[config.mk]
export PLATFORM = sky130hd
export DESIGN_NAME = cartridge_bank_mapper_irq_unit
export DESIGN_NICKNAME = d
export VERILOG_FILES = /design/src/sv/cbm_pkg.sv /design/src/sv/cbm_cpu_regs.sv /design/src/sv/cbm_irq.sv /design/src/sv/cbm_chr_xlate.sv /design/src/sv/cartridge_bank_mapper_irq_unit.sv
export VERILOG_INCLUDE_DIRS = /design/src /design/src/sv
export SDC_FILE = /design/constraint.sdc
export NUM_CORES = 1
export LEC_CHECK = 0
export BUFFER_PORTS_ARGS = -buffer_cell sky130_fd_sc_hd__buf_2
export CORE_ASPECT_RATIO = 1.4
export CORE_MARGIN = 5
export CORE_UTILIZATION = 30
export CTS_CLUSTER_DIAMETER = 60
export CTS_CLUSTER_SIZE = 40
export DETAILED_ROUTE_END_ITERATION = 16
export GPL_TIMING_DRIVEN = 0
export HOLD_SLACK_MARGIN = 0.02
export MAX_ROUTING_LAYER = met4
export PLACE_DENSITY_LB_ADDON = 0.25
export SLEW_MARGIN = 20
export SYNTH_ARGS = -nofsm -noshare
export SYNTH_HDL_FRONTEND = slang
export SYNTH_HIERARCHICAL = 1
export SYNTH_SLANG_ARGS = --single-unit
[constraint.sdc]
create_clock -name clk -period 6.05 [get_ports clk]
set_clock_uncertainty 0.05 [all_clocks]
set_input_delay 1.21 -clock clk [delete_from_list [all_inputs] [get_ports clk]]
set_output_delay 1.21 -clock clk [all_outputs]
set_load 0.1 [all_outputs]
[src/sv/cartridge_bank_mapper_irq_unit_macros.svh]
// assertion macros for the cartridge bank mapper irq unit
`ifndef CARTRIDGE_BANK_MAPPER_IRQ_UNIT_MACROS_SVH
`define CARTRIDGE_BANK_MAPPER_IRQ_UNIT_MACROS_SVH

`ifndef ASSERT_OFF

// same-cycle implication
`define CBM_ASSERT_NOW(lbl, ante, cons, msg) \
    lbl: assert property (@(posedge clk) disable iff (!rst_n) (ante) |-> (cons)) \
        else $error(msg);

// next-cycle implication
`define CBM_ASSERT_NEXT(lbl, ante, cons, msg) \
    lbl: assert property (@(posedge clk) disable iff (!rst_n) (ante) |=> (cons)) \
        else $error(msg);

`else

`define CBM_ASSERT_NOW(lbl, ante, cons, msg)
`define CBM_ASSERT_NEXT(lbl, ante, cons, msg)

`endif

`endif

[src/sv/cbm_pkg.sv]
`default_nettype none

package cbm_pkg;

    localparam int PRG_W        = 8;
    localparam int CHR_BANK_W   = 12;
    localparam int CHR_LOW_W    = 8;
    localparam int CHR_TOP_W    = 4;
    localparam int SLOTS        = 8;
    localparam int SLOT_W       = 3;
    localparam int OFFSET_W     = 10;
    localparam int CPU_ADDR_W   = 16;
    localparam int CPU_DATA_W   = 8;
    localparam int PPU_ADDR_W   = 13;
    localparam int CHR_ADDR_W   = 22;
    localparam int CHR_RAM_BYTES = 2048;
    localparam int CHR_RAM_AW   = $clog2(CHR_RAM_BYTES);
    localparam int PRESCALE_W   = 9;
    localparam int IRQ_CNT_W    = 8;
    localparam int CFG_DATA_W   = 12;
    localparam int CFG_INDEX_W  = 2;

    localparam logic [PRESCALE_W-1:0] PRESCALE_WRAP = 9'd338;
    localparam logic [PRESCALE_W-1:0] PRESCALE_STEP = 9'd3;
    localparam logic [IRQ_CNT_W-1:0]  IRQ_CNT_TOP   = 8'hFF;

    localparam logic [CHR_LOW_W-1:0] VRAM_ENABLE_CODE  = 8'hC8;
    localparam logic [CHR_LOW_W-1:0] VRAM_DISABLE_CODE = 8'h88;
    localparam logic [CHR_LOW_W-1:0] CHR_RAM_BANK_A    = 8'd4;
    localparam logic [CHR_LOW_W-1:0] CHR_RAM_BANK_B    = 8'd5;

    localparam logic [CPU_ADDR_W-1:0] ADDR_PRG_LOW    = 16'h8010;
    localparam logic [CPU_ADDR_W-1:0] ADDR_PRG_HIGH   = 16'hA010;
    localparam logic [CPU_ADDR_W-1:0] ADDR_MIRROR     = 16'h9400;
    localparam logic [CPU_ADDR_W-1:0] ADDR_RELOAD_LO  = 16'hF000;
    localparam logic [CPU_ADDR_W-1:0] ADDR_RELOAD_HI  = 16'hF004;
    localparam logic [CPU_ADDR_W-1:0] ADDR_IRQ_CTRL   = 16'hF008;
    localparam logic [CPU_ADDR_W-1:0] ADDR_CHR_FIRST  = 16'hB000;
    localparam logic [CPU_ADDR_W-1:0] ADDR_CHR_LAST   = 16'hE00C;

    localparam logic [PRG_W-1:0]      PRG_MAX_RESET = 8'd255;
    localparam logic [CHR_BANK_W-1:0] CHR_MAX_RESET = 12'd4095;

    typedef enum logic [CFG_INDEX_W-1:0] {
        CFG_PRG_MAX = 2'd0,
        CFG_CHR_MAX = 2'd1
    } cfg_index_t;

    typedef struct packed {
        logic                  cpu_write;
        logic [CPU_ADDR_W-1:0] cpu_address;
        logic [CPU_DATA_W-1:0] cpu_data;
        logic [PPU_ADDR_W-1:0] ppu_address;
        logic                  ppu_write;
    } in_word_t;

    typedef struct packed {
        logic [PRG_W-1:0]      prg_bank_low;
        logic [PRG_W-1:0]      prg_bank_high;
        logic [1:0]            mirroring;
        logic                  irq_line;
        logic                  chr_from_ram;
        logic [CHR_ADDR_W-1:0] chr_address;
        logic                  chr_write_enable;
    } out_word_t;

    typedef struct packed {
        logic                  apply;
        logic [CPU_ADDR_W-1:0] addr;
        logic [CPU_DATA_W-1:0] data;
    } cpu_wr_t;

    typedef struct packed {
        logic [SLOTS-1:0][CHR_LOW_W-1:0] low;
        logic [SLOTS-1:0][CHR_TOP_W-1:0] top;
        logic                            vram_disabled;
    } chr_view_t;

    function automatic logic [CHR_BANK_W-1:0] limit_bank(
        input logic [CHR_BANK_W-1:0] bank,
        input logic [CHR_BANK_W-1:0] max_bank
    );
        return (bank > max_bank) ? (bank & max_bank) : bank;
    endfunction

endpackage

`default_nettype wire

[src/sv/cbm_cpu_regs.sv]
`default_nettype none

module cbm_cpu_regs
    import cbm_pkg::*;
(
    input  logic                  clk,
    input  logic                  rst_n,
    input  cpu_wr_t               wr,
    input  logic [PRG_W-1:0]      prg_max,
    output logic [PRG_W-1:0]      prg_low_next,
    output logic [PRG_W-1:0]      prg_high_next,
    output logic [1:0]            mirror_next,
    output chr_view_t             view_next,
    output logic [IRQ_CNT_W-1:0]  irq_reload
);

    logic [PRG_W-1:0]     prg_low_reg;
    logic [PRG_W-1:0]     prg_high_reg;
    logic [1:0]           mirror_reg;
    chr_view_t            view_reg;
    logic [IRQ_CNT_W-1:0] reload_reg;
    logic [IRQ_CNT_W-1:0] reload_next;
    logic [SLOT_W-1:0]    chr_slot;
    logic [PRG_W-1:0]     prg_limited;

    assign chr_slot = (wr.addr[13:11] | {2'b00, wr.addr[3]}) + 3'd2;
    assign prg_limited = PRG_W'(limit_bank({4'b0000, wr.data}, {4'b0000, prg_max}));

    always_comb
    begin
        prg_low_next  = prg_low_reg;
        prg_high_next = prg_high_reg;
        mirror_next   = mirror_reg;
        view_next     = view_reg;
        reload_next   = reload_reg;
        if (wr.apply)
        begin
            if (wr.addr == ADDR_PRG_LOW)
            begin
                prg_low_next = prg_limited;
            end
            else if (wr.addr == ADDR_PRG_HIGH)
            begin
                prg_high_next = prg_limited;
            end
            else if (wr.addr == ADDR_MIRROR)
            begin
                mirror_next = wr.data[1:0];
            end
            else if (wr.addr == ADDR_RELOAD_LO)
            begin
                reload_next = {reload_reg[7:4], wr.data[3:0]};
            end
            else if (wr.addr == ADDR_RELOAD_HI)
            begin
                reload_next = {wr.data[3:0], reload_reg[3:0]};
            end
            else if (wr.addr >= ADDR_CHR_FIRST && wr.addr <= ADDR_CHR_LAST)
            begin
                if (wr.addr[2])
                begin
                    view_next.low[chr_slot] = {wr.data[3:0], view_reg.low[chr_slot][3:0]};
                    view_next.top[chr_slot] = wr.data[7:4];
                end
                else
                begin
                    view_next.low[chr_slot] = {view_reg.low[chr_slot][7:4], wr.data[3:0]};
                end
                if (chr_slot == '0)
                begin
                    if (view_next.low[0] == VRAM_ENABLE_CODE)
                    begin
                        view_next.vram_disabled = 1'b0;
                    end
                    else if (view_next.low[0] == VRAM_DISABLE_CODE)
                    begin
                        view_next.vram_disabled = 1'b1;
                    end
                end
            end
        end
    end

    always_ff @(posedge clk or negedge rst_n)
    begin
        if (!rst_n)
        begin
            prg_low_reg  <= '0;
            prg_high_reg <= '0;
            mirror_reg   <= '0;
            reload_reg   <= '0;
            for (int i = 0; i < SLOTS; i++)
            begin
                view_reg.low[i] <= CHR_LOW_W'(i);
                view_reg.top[i] <= '0;
            end
            view_reg.vram_disabled <= 1'b0;
        end
        else
        begin
            prg_low_reg  <= prg_low_next;
            prg_high_reg <= prg_high_next;
            mirror_reg   <= mirror_next;
            reload_reg   <= reload_next;
            view_reg     <= view_next;
        end
    end

    assign irq_reload = reload_next;

endmodule

`default_nettype wire

[src/sv/cbm_irq.sv]
`default_nettype none

module cbm_irq
    import cbm_pkg::*;
(
    input  logic                 clk,
    input  logic                 rst_n,
    input  logic                 tick,
    input  cpu_wr_t              wr,
    input  logic [IRQ_CNT_W-1:0] reload,
    output logic                 pending_next
);

    `include "cartridge_bank_mapper_irq_unit_macros.svh"

    logic                  enabled_reg;
    logic                  enabled_next;
    logic [PRESCALE_W-1:0] prescale_reg;
    logic [PRESCALE_W-1:0] prescale_next;
    logic [IRQ_CNT_W-1:0]  counter_reg;
    logic [IRQ_CNT_W-1:0]  counter_next;
    logic                  pending_reg;

    always_comb
    begin
        enabled_next  = enabled_reg;
        prescale_next = prescale_reg;
        counter_next  = counter_reg;
        pending_next  = pending_reg;
        if (wr.apply && wr.addr == ADDR_IRQ_CTRL)
        begin
            enabled_next = wr.data[1];
            if (wr.data[1])
            begin
                prescale_next = '0;
                counter_next  = reload;
            end
            pending_next = 1'b0;
        end
        // one tick per cpu cycle, after the register write
        if (tick && enabled_next)
        begin
            if (prescale_next < PRESCALE_WRAP)
            begin
                prescale_next = prescale_next + PRESCALE_STEP;
            end
            else
            begin
                prescale_next = prescale_next - PRESCALE_WRAP;
                if (counter_next != IRQ_CNT_TOP)
                begin
                    counter_next = counter_next + 1'b1;
                end
                else
                begin
                    counter_next = reload;
                    pending_next = 1'b1;
                end
            end
        end
    end

    always_ff @(posedge clk or negedge rst_n)
    begin
        if (!rst_n)
        begin
            enabled_reg  <= 1'b0;
            prescale_reg <= '0;
            counter_reg  <= '0;
            pending_reg  <= 1'b0;
        end
        else
        begin
            enabled_reg  <= enabled_next;
            prescale_reg <= prescale_next;
            counter_reg  <= counter_next;
            pending_reg  <= pending_next;
        end
    end

    `CBM_ASSERT_NEXT(a_pending_holds_idle, !tick, $stable(pending_reg), "irq changed with no cycle")
    `CBM_ASSERT_NOW(a_prescale_range, 1'b1, prescale_reg <= PRESCALE_WRAP + PRESCALE_STEP - 1'b1, "prescaler out of range")
    `CBM_ASSERT_NEXT(a_disabled_frozen, !enabled_reg && !(wr.apply && wr.addr == ADDR_IRQ_CTRL), $stable(prescale_reg) && $stable(counter_reg), "disabled irq counter moved")

endmodule

`default_nettype wire

[src/sv/cbm_chr_xlate.sv]
`default_nettype none

module cbm_chr_xlate
    import cbm_pkg::*;
(
    input  logic [PPU_ADDR_W-1:0] ppu_address,
    input  logic                  ppu_write,
    input  chr_view_t             view,
    input  logic [CHR_BANK_W-1:0] chr_max,
    output logic                  from_ram,
    output logic [CHR_ADDR_W-1:0] address,
    output logic                  write_enable
);

    logic [SLOT_W-1:0]     slot;
    logic [OFFSET_W-1:0]   offset;
    logic [CHR_LOW_W-1:0]  low;
    logic [CHR_BANK_W-1:0] bank;

    assign slot   = ppu_address[PPU_ADDR_W-1 -: SLOT_W];
    assign offset = ppu_address[OFFSET_W-1:0];
    assign low    = view.low[slot];
    assign bank   = limit_bank({view.top[slot], low}, chr_max);

    assign from_ram = (low == CHR_RAM_BANK_A || low == CHR_RAM_BANK_B) && !view.vram_disabled;
    assign address  = from_ram
        ? CHR_ADDR_W'({low[0], offset})
        : {bank, offset};
    assign write_enable = from_ram && ppu_write;

endmodule

`default_nettype wire

[src/sv/cartridge_bank_mapper_irq_unit.sv]
// channel  | handshake               | word
// ---------+-------------------------+---------------------------------------
// input    | in_valid / in_ready     | in_word: cpu write plus ppu address
// output   | out_valid / out_ready   | out_word: banks, mirroring, irq, chr
// config   | cfg_we                  | cfg_index, cfg_data
//
// one word per clock sustained while out_ready stays high
// stage one holds the accepted word, the register write, irq tick and chr translation
// run between it and the output register
// reset clears both stages, the bank registers (chr low byte of slot i is i), irq state,
// and sets the bank limits to their maximum
// a stalled output keeps its word; stage one keeps one more, then in_ready drops
`default_nettype none

module cartridge_bank_mapper_irq_unit
    import cbm_pkg::*;
(
    input  logic                   clk,
    input  logic                   rst_n,
    input  logic                   in_valid,
    output logic                   in_ready,
    input  in_word_t               in_word,
    output logic                   out_valid,
    input  logic                   out_ready,
    output out_word_t              out_word,
    input  logic                   cfg_we,
    input  logic [CFG_INDEX_W-1:0] cfg_index,
    input  logic [CFG_DATA_W-1:0]  cfg_data
);

    `include "cartridge_bank_mapper_irq_unit_macros.svh"

    logic                  s1_valid_reg;
    in_word_t              s1_word_reg;
    logic                  out_valid_reg;
    out_word_t             out_word_reg;
    out_word_t             result;
    logic [PRG_W-1:0]      prg_max_reg;
    logic [CHR_BANK_W-1:0] chr_max_reg;
    logic                  advance;
    logic                  in_take;
    cpu_wr_t               wr;
    chr_view_t             view_next;
    logic [IRQ_CNT_W-1:0]  irq_reload;

    assign advance  = s1_valid_reg && (!out_valid_reg || out_ready);
    assign in_ready = !s1_valid_reg || advance;
    assign in_take  = in_valid && in_ready;

    assign wr.apply = advance && s1_word_reg.cpu_write;
    assign wr.addr  = s1_word_reg.cpu_address;
    assign wr.data  = s1_word_reg.cpu_data;

    always_ff @(posedge clk or negedge rst_n)
    begin
        if (!rst_n)
        begin
            prg_max_reg <= PRG_MAX_RESET;
            chr_max_reg <= CHR_MAX_RESET;
        end
        else if (cfg_we)
        begin
            unique case (cfg_index)
                CFG_PRG_MAX: prg_max_reg <= cfg_data[PRG_W-1:0];
                CFG_CHR_MAX: chr_max_reg <= cfg_data[CHR_BANK_W-1:0];
                default:     ;
            endcase
        end
    end

    always_ff @(posedge clk or negedge rst_n)
    begin
        if (!rst_n)
        begin
            s1_valid_reg  <= 1'b0;
            out_valid_reg <= 1'b0;
        end
        else
        begin
            s1_valid_reg  <= in_take || (s1_valid_reg && !advance);
            out_valid_reg <= advance || (out_valid_reg && !out_ready);
        end
    end

    always_ff @(posedge clk)
    begin
        if (in_take)
        begin
            s1_word_reg <= in_word;
        end
        if (advance)
        begin
            out_word_reg <= result;
        end
    end

    cbm_cpu_regs u_regs (
        .clk           (clk),
        .rst_n         (rst_n),
        .wr            (wr),
        .prg_max       (prg_max_reg),
        .prg_low_next  (result.prg_bank_low),
        .prg_high_next (result.prg_bank_high),
        .mirror_next   (result.mirroring),
        .view_next     (view_next),
        .irq_reload    (irq_reload)
    );

    cbm_irq u_irq (
        .clk          (clk),
        .rst_n        (rst_n),
        .tick         (advance),
        .wr           (wr),
        .reload       (irq_reload),
        .pending_next (result.irq_line)
    );

    cbm_chr_xlate u_chr (
        .ppu_address  (s1_word_reg.ppu_address),
        .ppu_write    (s1_word_reg.ppu_write),
        .view         (view_next),
        .chr_max      (chr_max_reg),
        .from_ram     (result.chr_from_ram),
        .address      (result.chr_address),
        .write_enable (result.chr_write_enable)
    );

    assign out_valid = out_valid_reg;
    assign out_word  = out_word_reg;

    `CBM_ASSERT_NOW(a_ram_addr_range, out_valid_reg && out_word_reg.chr_from_ram, out_word_reg.chr_address[CHR_ADDR_W-1:CHR_RAM_AW] == '0, "chr ram address out of range")
    `CBM_ASSERT_NOW(a_we_needs_ram, out_valid_reg && out_word_reg.chr_write_enable, out_word_reg.chr_from_ram, "chr write enable without ram")
    `CBM_ASSERT_NEXT(a_stage_one_kept, s1_valid_reg && out_valid_reg && !out_ready, s1_valid_reg && $stable(s1_word_reg), "stage one word lost under stall")

endmodule

`default_nettype wire

Word-level counts from Yosys, hierarchy flattened

Index checks and enable logic that the tools add are counted.

$add $sub $neg: 4
$lt $le $gt $ge: 8
Equality and inequality tests: 12
Multiplexer cells: 64
Bitwise operators: 3
Reduce and logical (&&, ||, !) cells: 25

Operators with widths:

| cell                 | count |
|---|---|
| $mux 97              | 7 |
| $mux 64              | 8 |
| $mux 8               | 20 |
| $bwmux 64            | 2 |
| $eq 16x16->1 const B | 6 |
| $bmux 8 s3           | 2 |
| $mux 9               | 4 |
| $bwmux 32            | 1 |
| $mux 32              | 1 |
| $demux 8 s3          | 1 |
| $eq 8x3->1 const B   | 2 |
| $eq 8x8->1 const B   | 2 |
| $ge 16x16->1 const B | 1 |
| $le 16x16->1 const B | 1 |
| $and 12x12->12       | 1 |
| $bmux 4 s3           | 1 |
| $demux 4 s3          | 1 |
| $gt 12x12->1         | 1 |
| $mux 12              | 1 |
| $logic_and 1x1->1    | 11 |
| $mux 11              | 1 |
| $add 9x2->9 const B  | 1 |
| $lt 9x9->1 const B   | 1 |
| $sub 9x9->9 const B  | 1 |
| 17 further kinds     | 38 |

Register bits: 246
Input bits: 58

Longest topological paths before layout

Gate-level depths: netlist of run 1.

Depth after elaboration: 32
Depth in mapped cells: 23

Modules after synthesis

Netlist of run 1, hierarchy kept.

Modules (own cells, without submodules):

| module                         | instances | cells each | area each (um^2) | sequential area each (um^2) |
|---|---|---|---|---|
| cbm_cpu_regs                   | 1         | 486        | 6147.1           | 3093.0 |
| cartridge_bank_mapper_irq_unit | 1         | 134        | 3342.0           | 3037.9 |
| cbm_chr_xlate                  | 1         | 142        | 1510.2           | 0.0 |
| cbm_irq                        | 1         | 178        | 1451.4           | 475.5 |

Worst setup path after synthesis of run 1

Ideal clock, no wire load.

Path type: register to register
Start: register s1_word_reg[34] (netlist name)
End: register out_word_reg (netlist bit out_word[13]), data pin
Library setup time: 263 ps
Arrival time: 5318 ps
Slack: 419 ps
Cell stages (with the launch flop): 23
Buffers on the path: 5
Clock period less this slack: 5631 ps
Cells stage by stage: edfxtp_1 clkbuf_1 buf_1 inv_1 ha_1 clkbuf_1 nor2_1 o21ai_0 a41o_1 nor3_4 buf_6 nand3_2 mux2_2 mux4_1 mux2_2 ha_1 nand2_1 o21ai_0 a221oi_1 a21oi_1 clkbuf_1 mux2i_1 nor2_1

RTL lines:

| what                     | RTL line                             | text |
|---|---|---|
| start: declaration       | cartridge_bank_mapper_irq_unit.sv:34 | `in_word_t s1_word_reg;` |
| start signal: assignment | cartridge_bank_mapper_irq_unit.sv:89 | `s1_word_reg <= in_word;` |
| end signal: assignment   | cartridge_bank_mapper_irq_unit.sv:93 | `out_word_reg <= result;` |
| end: declaration         | cartridge_bank_mapper_irq_unit.sv:36 | `out_word_t out_word_reg;` |

==> impl_results.md, run 1 <==
- Worst-skew pair later-pin latency: between 500 and 600 ps
- Max Freq: 176.3 MHz
- CP required: approximately 6300 ps
- Number of vias per cell: between 4 and 5
- CP Max Fanout: 10
- Met3 usage: between 1.5 and 2%
- Leak: roughly 6.4 nW
- Crit Path Class: reg -> reg
- Mapped Avg Cell Area: between 10 and 15 um2
- Syn Nets: ~1000
- Clk Tree Root Cell: clkbuf_16
- Routing usage on met1: 18.03%
- Max-cap violations: 0
- Number of top-level pins: 103
- Cell family with most CP delay: multiplexers
- Met2 Usage GRT: between 20% and 30%
- CP max stage delay: 450 ps
- Placed cell area: 13730 um2
- Top FF cell, synth: dfrtp_1
- Setup TNS: 0 ps
- Antenna violations before repair: 0
- Initial core utilization: around 30%
- Unrepaired setup endpoints after global routing: no
- Post-layout util: roughly 36%
- P per Cell Area: roughly 300 nW/um2
- Drt pass-1 iters: 5
- Final Cell Area: approximately 15000 um2
- DP HPWL: approximately 22000 um
- GPL Wtd Cong: roughly 0.86
- Peak supply drop: 163.8 uV
- HP Class: reg -> reg
- Fin Hold WS: 442.7 ps
- Inst Count DP: ~1600
- Synth Register Bits: 246
- Post-Syn Area: between 10000 and 15000 um2
- CTS Sinks: approximately 250
- Clock transition at the registers of the reported paths: 80 ps
- Crit-path cells: clkbuf_4 > buf_6 > inv_1 > ha_2 > nor2_1 > o21ai_0 > a41o_1 > nor3_4 > buf_4 > buf_4 > nand3_4 > mux2_2 > mux4_2 > mux2_2 > ha_1 > a21oi_1 > o21ai_0 > a221oi_2 > a21oi_2 > o21ai_4 > mux2_1
- Grt peak-use layer: met2
- CTS Buffer Depth: 3
- Gr usage total: about 14%
- Core Region: 41180 um2
- Fin. max-slew vios: 0
- Final setup fails: 0
- # diodes: 0
- Number of H-tree levels: 1
- Slew @ Worst Pin: 849.7 ps
- Fin crit period: between 5000 and 6000 ps
- Post-Place Worst Slack: -1593 ps
- Die area: 45730 um2
- Layout Area Growth over Synthesis: 17.55%
- Number of fillers in the final layout: between 4000 and 5000
- EDFF count, synth: 82
- Yosys warnings: 6
- CTS tree: done
- Total congestion overflow: 0
- Share of layout cells above drive strength 1: 36.48%
- Multi-input gate area: 5513 um2
- Global-route wire length before repair: roughly 50000 um
- Rows: 88
- Netlist cell types: 86
- Worst Setup Slack, final: roughly 380 ps
- Storage cell area: roughly 6600 um2
- Drc violations: 0
- Async set or reset register ratio after synthesis: about two thirds
- CP arrival: about 5900 ps
- Final worst path period share: between 90% and 100%
- Type of element capturing the critical path: flop
- Die height: 251.0 um
- Fin. Hold Viols: 0
- Pin count of the biggest net entering global routing: 75
- Inserted Clock Buffers: 23
- Die X-Extent: 182.2 um
- 1st-iter DRT viols: 513
- Seq/Total Area, Yosys: 53.06%
- Slew margin rel.: 43.35%
- DR vias: approximately 8100
- Max reg flops: 97
- CP Launch Type: flop
- Cells after Synth: 940
- Routed wire per std cell: 19.39 um
- Port-buffer cells: 102
- Post-Layout Cell Count: 1631
- CP max stage cell: edfxtp_1
- Vias in the first global route: approximately 8500
- Total Power: between 4 and 5 mW
- Post-DRT Antenna Nets: 0
- CP bufs+invs: 5
- Status: finished clean
- Routed Wire Length: 31630 um
- Nets@finish: between 1000 and 1500
==> final cells by class <==
type                            count  area share (%)
Clock inverter                     15          0.9746
Clock buffer                       26           4.155
Multi-Input combinational cell    616           37.67
Tap cell                          540           4.617
Timing Repair Buffer              111           4.428
Sequential cell                   246           45.14
Buffer                             42           2.120
Inverter                           35          0.8977
==> path summary, 6_finish.rpt <==
kind                            depth (start not counted)                               end                           from  slack [ps]
worst min register to register                          1     u_regs/view_reg[12]$_DFF_PN0_  u_regs/view_reg[12]$_DFF_PN0_         440
worst max-delay path                                   21            out_word[11]$_DFFE_PP_      s1_word_reg[34]$_DFFE_PP_         380
max in group asynchronous                               3     u_regs/view_reg[89]$_DFF_PN1_                          rst_n        4430
min in group asynchronous                               1  u_regs/prg_high_reg[6]$_DFF_PN0_                          rst_n         460
worst max register to register                         21            out_word[11]$_DFFE_PP_      s1_word_reg[34]$_DFFE_PP_         380
worst min-delay path                                    1     u_regs/view_reg[12]$_DFF_PN0_  u_regs/view_reg[12]$_DFF_PN0_         440
==> cells by family after synthesis <==
group	Yosys count	share of synthesized area [%]
adders and majority gates	48	4.824
muxes	190	20.36
buffers and inverters	78	3.417
xor gates and xnor gates	1	0.07036
DFF	246	53.06
AOI/OAI and AO/OA	134	7.396
and+or+nand+nor	243	10.87
==> where the power goes <==
| group | internal [mW] | leakage, nW | switching (mW) |
|---|---|---|---|
| logic | 0.305 | 3.06 | 0.520 |
| registers | 1.91 | 2.94 | 0.0941 |
| clock network | 0.791 | 0.372 | 0.693 |
==> worst register-to-register path, cell delays in order (launching register included) <==
cell,delay [ps]
edfxtp_1,450
clkbuf_4,280
buf_6,210
inv_1,100
ha_2,280
nor2_1,120
o21ai_0,90
a41o_1,280
nor3_4,270
buf_4,240
buf_4,160
nand3_4,190
mux2_2,340
mux4_2,440
mux2_2,360
ha_1,340
a21oi_1,120
o21ai_0,130
a221oi_2,320
a21oi_2,140
o21ai_4,120
mux2_1,370
==> what timing repair did <==
action                     in CTS  in global routing
setup endpoints to repair      14                 12
setup buffers                   5                  1
hold buffers                    0                  0
gates resized for setup        19                  5
pin swaps                       1                  1
==> cell usage after synthesis (4+ instances only) <==
| master | instances | share of area, % |
|---|---|---|
| nor2_1 | 41 | 1.2 |
| o31ai_1 | 4 | 0.24 |
| dfrtp_1 | 132 | 27 |
| o22ai_1 | 4 | 0.20 |
| buf_1 | 4 | 0.12 |
| nand3b_1 | 5 | 0.30 |
| nand2_4 | 4 | 0.36 |
| o211ai_1 | 6 | 0.36 |
| mux4_2 | 22 | 4.0 |
| mux2i_1 | 31 | 2.5 |
| nand3_2 | 7 | 0.56 |
| edfxtp_1 | 82 | 20 |
| clkbuf_1 | 15 | 0.45 |
| or3_1 | 4 | 0.20 |
| nand3_1 | 19 | 0.76 |
| nor4_1 | 5 | 0.25 |
| and2_1 | 6 | 0.30 |
| nand2_1 | 68 | 2.1 |
| o21ai_0 | 45 | 1.8 |
| dfstp_2 | 32 | 6.8 |
| mux4_1 | 12 | 2.5 |
| a21oi_1 | 18 | 0.72 |
| nor2b_1 | 8 | 0.40 |
| a211oi_1 | 8 | 0.48 |
| and3_1 | 12 | 0.60 |
| inv_1 | 35 | 1.1 |
| a31oi_1 | 4 | 0.20 |
| mux2_2 | 122 | 11 |
| nor3_1 | 8 | 0.32 |
| nand2b_1 | 9 | 0.45 |
| buf_4 | 12 | 0.72 |
| ha_1 | 48 | 4.8 |
| nand4_1 | 17 | 0.85 |
| o21a_1 | 10 | 0.60 |
| buf_6 | 6 | 0.54 |
==> cell usage in the layout, fill, tap and decap left out, types with 5 or more instances in the layout <==
master     count
dfstp_2       32
buf_4         18
mux2_2       122
nand3b_1       5
a211oi_1       8
inv_1         35
nor4_1         5
o211ai_1       6
nand2b_1       9
nand3_4        7
inv_6          5
mux4_2        22
nor2_1        41
nor2b_1        8
ha_1          47
nor3_1         8
mux4_1        12
dfrtp_1      132
nand3_1       19
a21oi_1       17
nand4_1       17
o21ai_0       45
clkbuf_16     24
nand2_1       68
buf_6          8
mux2i_1       29
and3_1        12
buf_2        104
o21a_1        10
edfxtp_1      82
clkbuf_1      13
==> metal layers <==
layer / up-vias / wire [um]
li1: 3786 / -
met1: 4068 / 13840
met2: 170 / 15890
met3: 45 / 1260
met4: 0 / 630
met5: - / 0
Note: power is estimated with default switching activity, not from simulation.
==> run 2: changes to the inputs <==
Settings changed: PLACE_DENSITY_LB_ADDON 0.25 to not set.
==> impl_results.md, run 2 (synthesis gave the netlist of run 1 again) <==
- Pin count of the biggest net entering global routing: 98
- Final setup fails: 0
- M1 WL: between 10000 and 15000 um
- Total congestion overflow: 0
- Slew @ Worst Pin: between 800 and 900 ps
- Global-route wire length before repair: about 50000 um
- Setup crit end: out_word[11]$_DFFE_PP_
- Worst-skew pair later-pin latency: ~550 ps
- Reg2reg end: out_word[11]$_DFFE_PP_
- Vias in the first global route: around 8500
- Fin Hold WS: between 400 and 500 ps
- Cell family with most CP delay: multiplexers
- Clock transition at the registers of the reported paths: roughly 70 ps
- CP max stage delay: 500 ps
- R2r worst-path depth: 20
- GPL Wtd Cong: between 0.8 and 0.9
- Layout Area Growth over Synthesis: 18.19%
- Crit-path cells: clkbuf_4 > buf_6 > inv_1 > ha_1 > nor2_1 > o21ai_0 > a41o_1 > nor3_4 > buf_4 > nand3_4 > mux2_2 > mux4_1 > mux2_2 > ha_1 > a21oi_1 > o21ai_0 > a221oi_1 > a21oi_2 > o21ai_4 > mux2_1
- Number of fillers in the final layout: between 4000 and 5000
- Drt pass-1 iters: 5
- Clk Tree Root Cell: clkbuf_16
- Slew margin rel.: 43.66%
- HP Class: reg -> reg
- Routed wire per std cell: approximately 19 um
- Max-cap violations: 0
- Reg2Reg Setup Slack: between 300 and 400 ps
- 1st-iter DRT viols: between 500 and 600
- Number of vias per cell: roughly 5.0
- Share of layout cells above drive strength 1: a little under two fifths
- Routed Wire Length: 31280 um
- Post-DRT Antenna Nets: 0
- CP arrival: 5980 ps
- P per Cell Area: roughly 300 nW/um2
- Gr usage total: between 10% and 20%
- CP Max Fanout: 10
- DR vias: 8228
- Crit Path Class: reg -> reg
- Port-buffer cells: ~100
- Metal3 WL: roughly 1300 um
- Status: finished clean
- Die X-Extent: between 150 and 200 um
- Die height: about 250 um
- Peak supply drop: ~210 uV
- Core Region: between 40000 and 50000 um2
- CP bufs+invs: 4
- Worst Setup Slack, final: a little over 300 ps
- Post-Place Worst Slack: -1442 ps
- Initial core utilization: a little under a third
- Antenna violations before repair: 0
- Number of H-tree levels: 1
- Highest Signal Layer: met4
- Type of element capturing the critical path: flop
- Unrepaired setup endpoints after global routing: no
- Most common cell after layout, fill and taps aside: dfrtp_1
- CP max stage cell: edfxtp_1
- Number of top-level pins: about 100
- Leak: roughly 6.4 nW
- # diodes: 0
- Fin. Hold Viols: 0
- CTS tree: done
- Fin crit period: between 5000 and 6000 ps
- CP required: ~6300 ps
- CTS Buffer Depth: 3
- CTS Sinks: approximately 250
- RR Startpoint: s1_word_reg[34]$_DFFE_PP_
- Drc violations: 0
- Metal2 WL: 15350 um
- Inserted Clock Buffers: 25
- Final worst path period share: 94.99%
- Rows: 88
- Fin. max-slew vios: 0
- CP Launch Type: flop
- Crit. path cell count: 20
- Die area: about 46000 um2
- Critical Path Start: s1_word_reg[34]$_DFFE_PP_
- Max Freq: around 170 MHz
- Max reg flops: 97
- Nets@finish: roughly 1200
- DP HPWL: around 22000 um
- Most frequent cells in the layout: dfrtp_1, mux2_2, buf_2, edfxtp_1, nand2_1
run 2: cell types whose count changed in the layout (fill, tap and decap cells not counted), moves of 2 or more:
cell and delta:
inv_6 -2, clkbuf_1 -2, inv_16 +2, clkinvlp_4 +3, inv_4 +3, buf_4 -2, clkinv_1 -2, clkinv_8 +3
run 2: how the worst min path moves through the flow:
stage,from,depth (start not counted),slack (ps),end
after global routing,u_regs/view_reg[11]$_DFF_PN0_,1,460,u_regs/view_reg[11]$_DFF_PN0_
after global placement,u_regs/view_reg[12]$_DFF_PN0_,1,420,u_regs/view_reg[12]$_DFF_PN0_
final,u_regs/prg_high_reg[6]$_DFF_PN0_,2,440,u_regs/prg_high_reg[6]$_DFF_PN0_
after detailed placement,u_regs/view_reg[18]$_DFF_PN0_,1,430,u_regs/view_reg[18]$_DFF_PN0_
after floorplan,u_regs/prg_high_reg[0]$_DFF_PN0_,2,400,u_regs/prg_high_reg[0]$_DFF_PN0_
after CTS,u_regs/view_reg[28]$_DFF_PN0_,1,450,u_regs/view_reg[28]$_DFF_PN0_
run 2: per-layer routing:
metal | global-route usage (%) | vias to the layer above
met2 | 22.49 | 238
li1 | - | 3808
met5 | - | -
met1 | 18.10 | 4128
met4 | 3.862 | 0
met3 | 1.447 | 54
run 2: report_power, final:
| group | leakage [nW] | internal (mW) | switching (mW) | total (mW) |
|---|---|---|---|---|
| clock network | 0.411 | 0.814 | 0.768 | 1.58 |
| registers | 2.94 | 1.91 | 0.0968 | 2.01 |
| logic | 3.05 | 0.304 | 0.517 | 0.821 |
run 2: layout make-up:
| type | count | area, um2 | share of cell area [%] |
|---|---|---|---|
| clock buffers | 25 | 625.6 | 4.251 |
| multi-input cells | 616 | 5504 | 37.40 |
| repair buffers | 109 | 633.1 | 4.302 |
| plain buffers | 42 | 312.8 | 2.126 |
| clock inverters | 21 | 226.5 | 1.539 |
| well taps | 540 | 675.6 | 4.591 |
| flip-flops and latches | 246 | 6606 | 44.89 |
| inverters | 35 | 131.4 | 0.8928 |
run 2: what timing repair did:
action / in CTS / in global routing
endpoints found under the hold margin: 0 / 0
hold buffers: 0 / 0
pin swaps: 1 / 0
endpoints found under the setup margin: 14 / 11
setup buffers: 3 / 1
gates resized for setup: 21 / 4
run 2: worst register-to-register path, stage by stage (launching register included):
cell,delay (ps)
edfxtp_1,500
clkbuf_4,280
buf_6,220
inv_1,100
ha_1,370
nor2_1,150
o21ai_0,90
a41o_1,280
nor3_4,260
buf_4,220
nand3_4,220
mux2_2,370
mux4_1,500
mux2_2,370
ha_1,340
a21oi_1,120
o21ai_0,100
a221oi_1,380
a21oi_2,150
o21ai_4,120
mux2_1,340
run 2: through the flow:
step	instances	util (%)	cell area [um2]	power, mW	TNS, ps
2_1_floorplan	940	-	12450	2.614	0
3_3_place_gp	1582	33.12	13640	2.818	-15530
3_5_place_dp	1585	33.35	13730	2.846	-16540
4_1_cts	1634	35.69	14700	4.463	0
5_1_grt	1634	35.73	14720	4.616	0
6_report	1634	35.73	14720	4.410	0
